$ cat config.mk
export PLATFORM = sky130hd
export DESIGN_NAME = lcg_random_stream_draw
export DESIGN_NICKNAME = d
export VERILOG_FILES = /design/src/sv/lcgrs_pkg.sv /design/src/sv/lcg_random_stream_draw.sv /design/src/sv/lcgrs_front.sv /design/src/sv/lcgrs_queue.sv /design/src/sv/lcgrs_back.sv
export SDC_FILE = /design/constraint.sdc
export NUM_CORES = 2
export LEC_CHECK = 0
export ABC_AREA = 1
export BUFFER_PORTS_ARGS = -buffer_cell sky130_fd_sc_hd__buf_2
export CORE_MARGIN = 3
export CORE_UTILIZATION = 55
export CTS_BUF_LIST = sky130_fd_sc_hd__clkbuf_4 sky130_fd_sc_hd__clkbuf_8
export CTS_CLUSTER_DIAMETER = 120
export DETAILED_ROUTE_END_ITERATION = 6
export GPL_TIMING_DRIVEN = 0
export HOLD_SLACK_MARGIN = 0.06
export PLACE_DENSITY = 0.74
export SLEW_MARGIN = 5
export SYNTH_ARGS = -nofsm -noshare
export SYNTH_HDL_FRONTEND = slang
export SYNTH_SLANG_ARGS = --single-unit
$ cat constraint.sdc
create_clock -name i_clk -period 17.3 [get_ports i_clk]
set_input_delay 4.325 -clock i_clk [delete_from_list [all_inputs] [get_ports i_clk]]
set_output_delay 4.325 -clock i_clk [all_outputs]
set_load 0.05 [all_outputs]
$ cat src/sv/lcgrs_pkg.sv
package lcgrs_pkg;

    // Default sizes handed to the top level
    localparam int STREAM_BITS_DEF = 31;
    localparam int QUEUE_DEPTH_DEF = 4;

    // 5^27; only the low 31 bits matter for any modulus up to 2^31
    localparam logic [63:0] LCG_MULT   = 64'd7450580596923828125;
    localparam logic [30:0] LCG_MULT31 = LCG_MULT[30:0];

    // Command codes on the request channel
    localparam logic [1:0] CMD_DRAW = 2'd0;
    localparam logic [1:0] CMD_BERN = 2'd1;
    localparam logic [1:0] CMD_RINT = 2'd2;

    // Work class decided by the front end
    typedef enum logic [1:0] {
        OP_PASS,
        OP_DRAW,
        OP_BERN,
        OP_RINT
    } t_op;

    // Classified request as it sits in the queue
    typedef struct packed {
        t_op         op;
        logic        anti;
        logic [30:0] mag;
        logic [31:0] stream;
        logic [30:0] prob;
        logic [31:0] lo;
        logic [32:0] span;
        logic        ival_pre;
        logic        err;
    } t_item;

endpackage

$ cat src/sv/lcg_random_stream_draw.sv
// Random stream draw: multiplicative generator x * 5^27 mod 2^STREAM_BITS.
// Request channel: i_valid / o_stall with command, stream, probability and
// bounds; a request is taken at a clock edge with i_valid high, o_stall low.
// Result channel: o_valid / i_stall with the new stream, the Q0.31 fraction,
// the Bernoulli bit or range integer, and the reversed-bounds error flag.
// Every request gives exactly one result, in request order.
// The generator multiply, the span multiply and the output register each
// take one stage.
// Throughput: one request per cycle while i_stall is low, set by the
// single-stage 31x31 and 31x32 multipliers.
// A QUEUE_DEPTH-entry queue sits between the classifying front end and the
// arithmetic pipe. While o_valid and i_stall are high the whole pipe holds and
// the result stays put; requests keep filling the queue until it is full,
// which raises o_stall. Reset (synchronous, active low) empties the queue and the pipe.
module lcg_random_stream_draw #(
    parameter int STREAM_BITS = lcgrs_pkg::STREAM_BITS_DEF,
    parameter int QUEUE_DEPTH = lcgrs_pkg::QUEUE_DEPTH_DEF
) (
    input  logic               i_clk,
    input  logic               i_rst_n,
    input  logic               i_valid,
    output logic               o_stall,
    input  logic        [1:0]  i_command,
    input  logic signed [31:0] i_stream_in,
    input  logic        [31:0] i_probability,
    input  logic signed [31:0] i_low_bound,
    input  logic signed [31:0] i_high_bound,
    output logic               o_valid,
    input  logic               i_stall,
    output logic signed [31:0] o_stream_out,
    output logic        [30:0] o_fraction,
    output logic signed [31:0] o_int_value,
    output logic               o_error_code
);

    lcgrs_pkg::t_item w_front_item;
    lcgrs_pkg::t_item w_q_item;
    logic             w_push;
    logic             w_pop;
    logic             w_q_valid;

    assign w_push = i_valid && !o_stall;

    // Front end: classify the request
    lcgrs_front u_front (
        .i_command     (i_command),
        .i_stream_in   (i_stream_in),
        .i_probability (i_probability),
        .i_low_bound   (i_low_bound),
        .i_high_bound  (i_high_bound),
        .o_item        (w_front_item)
    );

    // Decoupling queue
    lcgrs_queue #(
        .DEPTH (QUEUE_DEPTH)
    ) u_queue (
        .i_clk   (i_clk),
        .i_rst_n (i_rst_n),
        .i_push  (w_push),
        .i_item  (w_front_item),
        .o_full  (o_stall),
        .i_pop   (w_pop),
        .o_valid (w_q_valid),
        .o_item  (w_q_item)
    );

    // Arithmetic pipe
    lcgrs_back #(
        .STREAM_BITS (STREAM_BITS)
    ) u_back (
        .i_clk        (i_clk),
        .i_rst_n      (i_rst_n),
        .i_q_valid    (w_q_valid),
        .i_q_item     (w_q_item),
        .o_pop        (w_pop),
        .o_valid      (o_valid),
        .i_stall      (i_stall),
        .o_stream_out (o_stream_out),
        .o_fraction   (o_fraction),
        .o_int_value  (o_int_value),
        .o_error_code (o_error_code)
    );

    // Reversed bounds never carry a drawn value
    a_err_clean: assert property (@(posedge i_clk) disable iff (!i_rst_n)
        o_valid && o_error_code |-> o_fraction == '0 && o_int_value == '0)
        else $error("error result carries a drawn value");

    // A held result freezes the pipe, so nothing leaves the queue
    a_hold_no_pop: assert property (@(posedge i_clk) disable iff (!i_rst_n)
        o_valid && i_stall |-> !w_pop)
        else $error("queue popped while result stalled");

    // A request taken into an empty queue is visible next cycle
    a_push_visible: assert property (@(posedge i_clk) disable iff (!i_rst_n)
        w_push && !w_q_valid |=> w_q_valid)
        else $error("accepted request lost in queue");

endmodule

$ cat src/sv/lcgrs_front.sv
module lcgrs_front (
    input  logic               [1:0]  i_command,
    input  logic signed        [31:0] i_stream_in,
    input  logic               [31:0] i_probability,
    input  logic signed        [31:0] i_low_bound,
    input  logic signed        [31:0] i_high_bound,
    output lcgrs_pkg::t_item          o_item
);

    logic [32:0] w_diff;
    logic [31:0] w_neg;

    // high - low in 33 bits: sign gives reversed bounds, +1 gives the span
    assign w_diff = {i_high_bound[31], i_high_bound} - {i_low_bound[31], i_low_bound};
    assign w_neg  = 32'd0 - i_stream_in;

    // Classify the request
    always_comb begin
        o_item.anti     = i_stream_in[31];
        o_item.mag      = i_stream_in[31] ? w_neg[30:0] : i_stream_in[30:0];
        o_item.stream   = i_stream_in;
        o_item.prob     = i_probability[30:0];
        o_item.lo       = i_low_bound;
        o_item.span     = w_diff + 33'd1;
        o_item.ival_pre = 1'b0;
        o_item.err      = 1'b0;
        o_item.op       = lcgrs_pkg::OP_PASS;
        unique case (i_command)
            lcgrs_pkg::CMD_DRAW: begin
                o_item.op = lcgrs_pkg::OP_DRAW;
            end
            lcgrs_pkg::CMD_BERN: begin
                // certain or impossible: no draw
                if (i_probability[31]) begin
                    o_item.ival_pre = 1'b1;
                end else if (i_probability[30:0] != 31'd0) begin
                    o_item.op = lcgrs_pkg::OP_BERN;
                end
            end
            lcgrs_pkg::CMD_RINT: begin
                if (w_diff[32]) begin
                    o_item.err = 1'b1;
                end else begin
                    o_item.op = lcgrs_pkg::OP_RINT;
                end
            end
            default: begin
                o_item.op = lcgrs_pkg::OP_PASS;
            end
        endcase
    end

endmodule

$ cat src/sv/lcgrs_queue.sv
module lcgrs_queue #(
    parameter int DEPTH = lcgrs_pkg::QUEUE_DEPTH_DEF
) (
    input  logic             i_clk,
    input  logic             i_rst_n,
    input  logic             i_push,
    input  lcgrs_pkg::t_item i_item,
    output logic             o_full,
    input  logic             i_pop,
    output logic             o_valid,
    output lcgrs_pkg::t_item o_item
);

    localparam int PW = (DEPTH > 1) ? $clog2(DEPTH) : 1;
    localparam int CW = $clog2(DEPTH + 1);

    lcgrs_pkg::t_item r_mem [DEPTH];
    logic [PW-1:0]    r_wr_ptr, n_wr_ptr;
    logic [PW-1:0]    r_rd_ptr, n_rd_ptr;
    logic [CW-1:0]    r_count, n_count;
    logic             w_push, w_pop;

    assign o_full  = (r_count == CW'(DEPTH));
    assign o_valid = (r_count != '0);
    assign o_item  = r_mem[r_rd_ptr];
    assign w_push  = i_push && !o_full;
    assign w_pop   = i_pop && o_valid;

    // Pointer and fill count update
    always_comb begin
        n_wr_ptr = r_wr_ptr;
        n_rd_ptr = r_rd_ptr;
        if (w_push) begin
            n_wr_ptr = (r_wr_ptr == PW'(DEPTH - 1)) ? '0 : r_wr_ptr + 1'b1;
        end
        if (w_pop) begin
            n_rd_ptr = (r_rd_ptr == PW'(DEPTH - 1)) ? '0 : r_rd_ptr + 1'b1;
        end
        case ({w_push, w_pop})
            2'b10:   n_count = r_count + 1'b1;
            2'b01:   n_count = r_count - 1'b1;
            default: n_count = r_count;
        endcase
    end

    always_ff @(posedge i_clk) begin
        if (!i_rst_n) begin
            r_wr_ptr <= '0;
            r_rd_ptr <= '0;
            r_count  <= '0;
        end else begin
            r_wr_ptr <= n_wr_ptr;
            r_rd_ptr <= n_rd_ptr;
            r_count  <= n_count;
        end
    end

    // Storage, no reset
    always_ff @(posedge i_clk) begin
        if (w_push) begin
            r_mem[r_wr_ptr] <= i_item;
        end
    end

endmodule

$ cat src/sv/lcgrs_back.sv
module lcgrs_back #(
    parameter int STREAM_BITS = lcgrs_pkg::STREAM_BITS_DEF
) (
    input  logic                     i_clk,
    input  logic                     i_rst_n,
    input  logic                     i_q_valid,
    input  lcgrs_pkg::t_item         i_q_item,
    output logic                     o_pop,
    output logic                     o_valid,
    input  logic                     i_stall,
    output logic signed       [31:0] o_stream_out,
    output logic              [30:0] o_fraction,
    output logic signed       [31:0] o_int_value,
    output logic                     o_error_code
);

    localparam logic [30:0] MOD_MASK = 31'((64'd1 << STREAM_BITS) - 64'd1);
    localparam int          U_SHIFT  = 31 - STREAM_BITS;

    logic w_en;

    // stage A: generator step
    logic             r_a_valid;
    lcgrs_pkg::t_item r_a_item;
    logic [30:0]      r_a_next;
    logic [61:0]      w_a_prod;

    // stage B: fraction and span product
    logic             r_b_valid;
    lcgrs_pkg::t_op   r_b_op;
    logic [31:0]      r_b_stream;
    logic [30:0]      r_b_frac;
    logic             r_b_ival;
    logic             r_b_err;
    logic [62:0]      r_b_prod;
    logic             r_b_span32;
    logic [31:0]      r_b_lo;

    logic [30:0]      w_u;
    logic [30:0]      w_frac;
    logic [31:0]      w_new_stream;
    logic [31:0]      n_b_stream;
    logic [30:0]      n_b_frac;
    logic             n_b_ival;
    logic [62:0]      w_b_prod;

    // stage C: output register
    logic [31:0]      w_off;
    logic [31:0]      n_c_ival;

    // Whole pipe moves when the output slot is free or being taken
    assign w_en  = !o_valid || !i_stall;
    assign o_pop = w_en;

    // Stage A: magnitude * 5^27 mod 2^STREAM_BITS
    assign w_a_prod = {31'd0, i_q_item.mag} * {31'd0, lcgrs_pkg::LCG_MULT31};

    always_ff @(posedge i_clk) begin
        if (w_en) begin
            r_a_item <= i_q_item;
            r_a_next <= w_a_prod[30:0] & MOD_MASK;
        end
    end

    // Stage B: Q0.31 fraction, antithetic fold, Bernoulli compare
    always_comb begin
        w_u          = r_a_next << U_SHIFT;
        w_frac       = r_a_item.anti ? (31'd0 - w_u) : w_u;
        w_new_stream = r_a_item.anti ? (32'd0 - {1'b0, r_a_next}) : {1'b0, r_a_next};
        w_b_prod     = {32'd0, w_frac} * {31'd0, r_a_item.span[31:0]};
        n_b_stream   = w_new_stream;
        n_b_frac     = w_frac;
        n_b_ival     = 1'b0;
        case (r_a_item.op)
            lcgrs_pkg::OP_PASS: begin
                n_b_stream = r_a_item.stream;
                n_b_frac   = 31'd0;
                n_b_ival   = r_a_item.ival_pre;
            end
            lcgrs_pkg::OP_BERN: n_b_ival = (w_frac < r_a_item.prob);
            default:            n_b_ival = 1'b0;
        endcase
    end

    always_ff @(posedge i_clk) begin
        if (w_en) begin
            r_b_op     <= r_a_item.op;
            r_b_stream <= n_b_stream;
            r_b_frac   <= n_b_frac;
            r_b_ival   <= n_b_ival;
            r_b_err    <= r_a_item.err;
            r_b_prod   <= w_b_prod;
            r_b_span32 <= r_a_item.span[32];
            r_b_lo     <= r_a_item.lo;
        end
    end

    // Stage C: low + floor(u * span); a full 2^32 span has zero low word
    always_comb begin
        w_off    = r_b_span32 ? {r_b_frac, 1'b0} : r_b_prod[62:31];
        n_c_ival = (r_b_op == lcgrs_pkg::OP_RINT) ? (r_b_lo + w_off) : {31'd0, r_b_ival};
    end

    always_ff @(posedge i_clk) begin
        if (w_en) begin
            o_stream_out <= r_b_stream;
            o_fraction   <= r_b_frac;
            o_int_value  <= n_c_ival;
            o_error_code <= r_b_err;
        end
    end

    // Valid bits
    always_ff @(posedge i_clk) begin
        if (!i_rst_n) begin
            r_a_valid <= 1'b0;
            r_b_valid <= 1'b0;
            o_valid   <= 1'b0;
        end else if (w_en) begin
            r_a_valid <= i_q_valid;
            r_b_valid <= r_a_valid;
            o_valid   <= r_b_valid;
        end
    end

endmodule
# After elaboration in Yosys (flattened, before gate mapping)
# Memories as Yosys holds them, arrays and structs flattened. A register that Yosys moved wholly into a read port is not among the register bits.
# Cells that the tools add are included.
dict set report op_classes {
  order_cmp 1
  n_reduce_logical 12
  eq_ne 9
  mux 22
  n_mul 2
  add_sub_neg 10
}
# cell count
set op_table {}
lappend op_table {{two-way mux 32 bit} 3}
lappend op_table {{multiplier 31 x 32 -> 63 bit} 1}
lappend op_table {{two-way mux 31 bit} 2}
lappend op_table {{subtractor 1 x 31 -> 31 bit (first input constant)} 2}
lappend op_table {{adder 33 x 1 -> 33 bit (second input constant)} 1}
lappend op_table {{subtractor 32 x 32 -> 33 bit} 1}
lappend op_table {{adder 32 bit} 1}
lappend op_table {{subtractor 1 x 31 -> 32 bit (first input constant)} 1}
lappend op_table {{less-than comparator 31 bit} 1}
lappend op_table {{multiplier 31 x 28 -> 31 bit (second input constant)} 1}
lappend op_table {{nonzero test 31 bit} 1}
lappend op_table {{two-way mux 2 bit} 7}
lappend op_table {{== test 2 bit (second input constant)} 6}
lappend op_table {{two-way mux 1 bit} 7}
lappend op_table {{one-hot mux 2 bit (3 select lines)} 1}
lappend op_table {{one-hot mux 3 bit (2 select lines)} 1}
lappend op_table {{adder 2 x 1 -> 2 bit (second input constant)} 2}
lappend op_table {{== test 2 x 1 -> 1 bit (second input constant)} 2}
lappend op_table {{zero test 2 bit} 2}
lappend op_table {{adder 3 x 1 -> 3 bit (second input constant)} 1}
lappend op_table {{== test 3 bit (second input constant)} 1}
lappend op_table {{logical AND 1 bit} 3}
lappend op_table {{zero test 1 bit} 3}
lappend op_table {{nonzero test 3 bit} 1}
lappend op_table {{4 further kinds} 4}
dict set report word_totals {
  ram_bits 656
  out_inout_bits 98
  mem_count 1
  ff_bits 433
  word_cells 85
  input_bits 134
}
# name depth width read_ports rd_ports_with_merged_regs write_ports line_no
set mem_list {}
lappend mem_list {u_queue.r_mem 4 164 1 1 1 lcgrs_queue.sv:17} ;# lcgrs_pkg::t_item r_mem [DEPTH];

# Longest topological paths before layout
dict set report depth {
  depth_word 6
  depth_mapped 44
  depth_no_buf 42
}

# Modules after synthesis
# From an unflattened synthesis, not the netlist that was laid out.
dict set report hier_totals {
  cells_unflattened 8892
  hier_area_um2 86385.4
}
# module cells_per_inst seq_area_each_um2 instances area_each_um2
set by_module_without_submodules {}
lappend by_module_without_submodules {lcgrs_back 6125 11831.3 1 56092.5}
lappend by_module_without_submodules {lcgrs_queue 1656 19879.1 1 24629.9}
lappend by_module_without_submodules {lcgrs_front 1109 0.0 1 5652.9}
lappend by_module_without_submodules {lcg_random_stream_draw 2 0.0 1 10.0}

# Worst setup path before layout
# Ideal clock, no wire load.
dict set report synth_path {
  path_type {input-to-reg}
  from {input port i_stall}
  to {register u_queue.r_count[2]}
  t_required_ps 17178
  arrival_ps 15111
  setup_ps 122
  stages 10
  slack_ps 2067
  cell_sequence {nand2_1 -> inv_1 -> a31oi_1 -> ha_1 -> inv_1 -> fa_1 -> a21oi_1 -> o21ai_0 -> o21ai_0 -> a21oi_1}
}
dict set report synth_between {
  elab_chain_len 5
  word_cells_on_any_way 7
}
# element line_no
set synth_rtl {}
lappend synth_rtl {{from (decl)} lcg_random_stream_draw.sv:29} ;# input logic i_stall,
lappend synth_rtl {{zero test 1 bit (*)} lcgrs_back.sv:52} ;# assign w_en = !o_valid || !i_stall;
lappend synth_rtl {{logical OR 1 bit (*)} lcgrs_back.sv:52}
lappend synth_rtl {{logical AND 1 bit (*)} lcgrs_queue.sv:27} ;# assign w_pop = i_pop && o_valid;
lappend synth_rtl {{named net u_queue.w_pop} lcgrs_queue.sv:21} ;# logic w_push, w_pop;
lappend synth_rtl {{== test 2 x 1 -> 1 bit / == test 2 bit (equally long branches)} lcgrs_queue.sv:39} ;# case ({w_push, w_pop})
lappend synth_rtl {{one-hot mux 3 bit (2 select lines) / nonzero test 2 bit (equally long branches)} n/a}
lappend synth_rtl {{to (signal assigned)} lcgrs_queue.sv:54} ;# r_count <= n_count;
lappend synth_rtl {{to (decl)} lcgrs_queue.sv:20} ;# logic [CW-1:0] r_count, n_count;
# The timed path passes the listed nets; every way through them passes the cells marked *.
# A chain may end at the register's enable or synchronous reset.

==> metrics <==
synthesized area per cell 9.93 sq um; period utilization 58.9%; Residual DRC 0; largest area contributor in the netlist edfxtp_1; Synth async-reset ratio 0%; synth top area cells edfxtp_1, fa_1, ha_1, inv_1, nand2_1; worst path arrival time around 11000 ps; Worst Setup End Kind flop; PortBufs 231; post-CTS setup buffers 0; Clock Path Buffers 3; slowest library cell on the worst path clkbuf_1; most common cell in the netlist inv_1; die area around 160000 sq um; Synth Flop Type edfxtp_1; Num CTS Buffers 168; final setup fails 0; first-pass GRT wire length roughly 420 mm; clock root cell clkbuf_8; vias in the first global route between 60000 and 70000; overall fraction of global-route tracks in use 36.6%; Final Skew 144 ps; most frequent cells after synthesis inv_1, nand2_1, edfxtp_1, nor2_1, fa_1; Critical Path RT about 18000 ps; Least-Margin Pin Slew 1410 ps; Design Area, Final approximately 93000 sq um; Yosys top cell area share between 30 and 40%; core area 152000 sq um; # IOs ~230; Setup crit start kind flop; Fmax 0.0981 GHz; register bit total from synthesis between 1000 and 1500; Worst-Skew Late Latency 960 ps; Max Transition Viols Final 0; Routed WL 287 mm; layout cells sized above 1 8.72%; critical path type reg -> reg; area delta synth->final 9.80%; Post-synth EDFFs 1038; most frequent CP cell fa_1; Unique masters post-synth just under 70; max_slew headroom 5.97%; largest net degree at the start of global routing 74; Final nets 10619; slowest stage delay, CP 950 ps; Cells after Synth 8485; initial antenna violation count 23; drt wl/cell 25.9 um; Post-DRT Antenna Nets 0; hold_buf cts 0; DRT iter0 DRCs about 7000; synth warn 0; syn nets 10180; # H-tree levels 4; Final Core Density 60.8%; Avg Vias per Cell between 5 and 6; sequential share of the synthesized area 37.3%; Clk pin slew, worst setup/hold paths ~60 ps; DR pass1 iterations 6; initial core utilization 55.4%; DP HPWL 230 mm; cell area after synthesis 84300 sq um; Max-cap violations 0; post-layout min period 10190 ps; # rows 143; run status complete, no violations; crit-path max FO 10; grt ovf 0; RSZ-0062 raised after global routing no; gpl congestion ~1.0; Vias 63685; final hold vios 0; DP Area 88800 sq um; TritonCTS clock tree done; die height just under 400 um; worst min-delay path category reg -> reg; post-cts gate resize count 0; clock sinks 1050; Die W 397 um
metal layers:
layer | up-vias | track usage [%] | wire length, um | share of wire, %
li1 | 27878 | - | - | -
met1 | 31698 | 49.2 | 112000 | 39
met2 | 3446 | 55.8 | 128000 | 45
met3 | 653 | 8.97 | 30500 | 11
met4 | 10 | 18.5 | 16700 | 5.8
met5 | - | 0 | 70 | 0.024
flip-flops by register name, summed over array words and instances (netlist names), named ones only:
signal               flops
u_queue.r_mem          648
u_back.r_b_span32        1
u_back.r_a_item        132
u_back.r_b_valid         1
u_back.o_valid           1
u_back.r_b_stream       32
u_queue.r_count          3
u_back.r_a_valid         1
u_back.o_error_code      1
u_back.o_int_value      32
u_back.r_b_op            2
u_back.r_b_frac         31
u_back.r_b_ival          1
u_queue.r_wr_ptr         2
u_queue.r_rd_ptr         2
u_back.r_b_lo           32
u_back.o_fraction       31
u_back.r_b_prod         32
u_back.o_stream_out     32
u_back.r_b_err           1
u_back.r_a_next         30
metrics by stage:
stage	hold WS (ps)	worst slack [ps]	cells	TNS, ps
final	366	7110	11104	0
after global routing	339	6780	11094	0
after CTS	338	7330	11088	0
after detailed placement	405	7290	10782	0
after global placement	401	-1760	10746	-171010
after floorplan	400	2070	8485	0
path summary, 6_finish.rpt:
| kind | startpoint | to | slack (ps) | cells past startpoint |
|---|---|---|---|---|
| worst min register to register | u_back.r_a_item[60] | u_back.r_b_lo[25] | 370 | 0 |
| worst max register to register | u_back.r_a_item[98] | u_back.r_b_prod[54] | 7110 | 33 |
| worst max-delay path | u_back.r_a_item[98] | u_back.r_b_prod[54] | 7110 | 33 |
| worst min-delay path | u_back.r_a_item[60] | u_back.r_b_lo[25] | 370 | 0 |
final cells by class:
type / count / area [sq um]
buffer: 304 / 1310
tap: 2030 / 2540
multi-input combinational: 5499 / 45500
inverter: 1632 / 6140
antenna: 14 / 35.0
clock inverter: 85 / 905
fill: 12711 / 59600
timing repair buffer: 269 / 1930
clock buffer: 221 / 2750
sequential: 1050 / 31400
kinds of logic after synthesis:
logic type	share of synthesized area, %
AO/OA/AOI/OAI	6.10
multiplexers	0.399
adder cells (fa/ha/maj)	32.2
buffers and inverters	8.84
AND/OR/NAND/NOR	13.9
flip-flops	37.3
XOR/XNOR	1.31
critical path: cells and delay by family (launching register included):
| kind | cells | cell delay [ps] |
|---|---|---|
| flops | 1 | 380 |
| buf+inv | 10 | 2050 |
| simple gates | 8 | 1470 |
| compound gates | 5 | 1360 |
| fa+ha+maj | 10 | 4690 |
layout by cell type (no fill, tap or decap), drive strengths merged, types with 14 or more instances in the layout:
master and count:
nand3 170, diode 14, o22ai 147, a21o 16, clkinv 80, edfxtp 1038, nand2 1443, fa 1013
ha 548, buf 341, a21oi 222, o21ai 463, clkbuf 453, nor2 1074, xnor2 42, o21a 17
nor3 43, a31oi 15, mux2 29, nor4 21, inv 1628, xor2 81, nand4 62
Power is left out: the tool's default activity adds up to more than one toggle a clock period on the data nets, which glitch-free logic cannot reach.
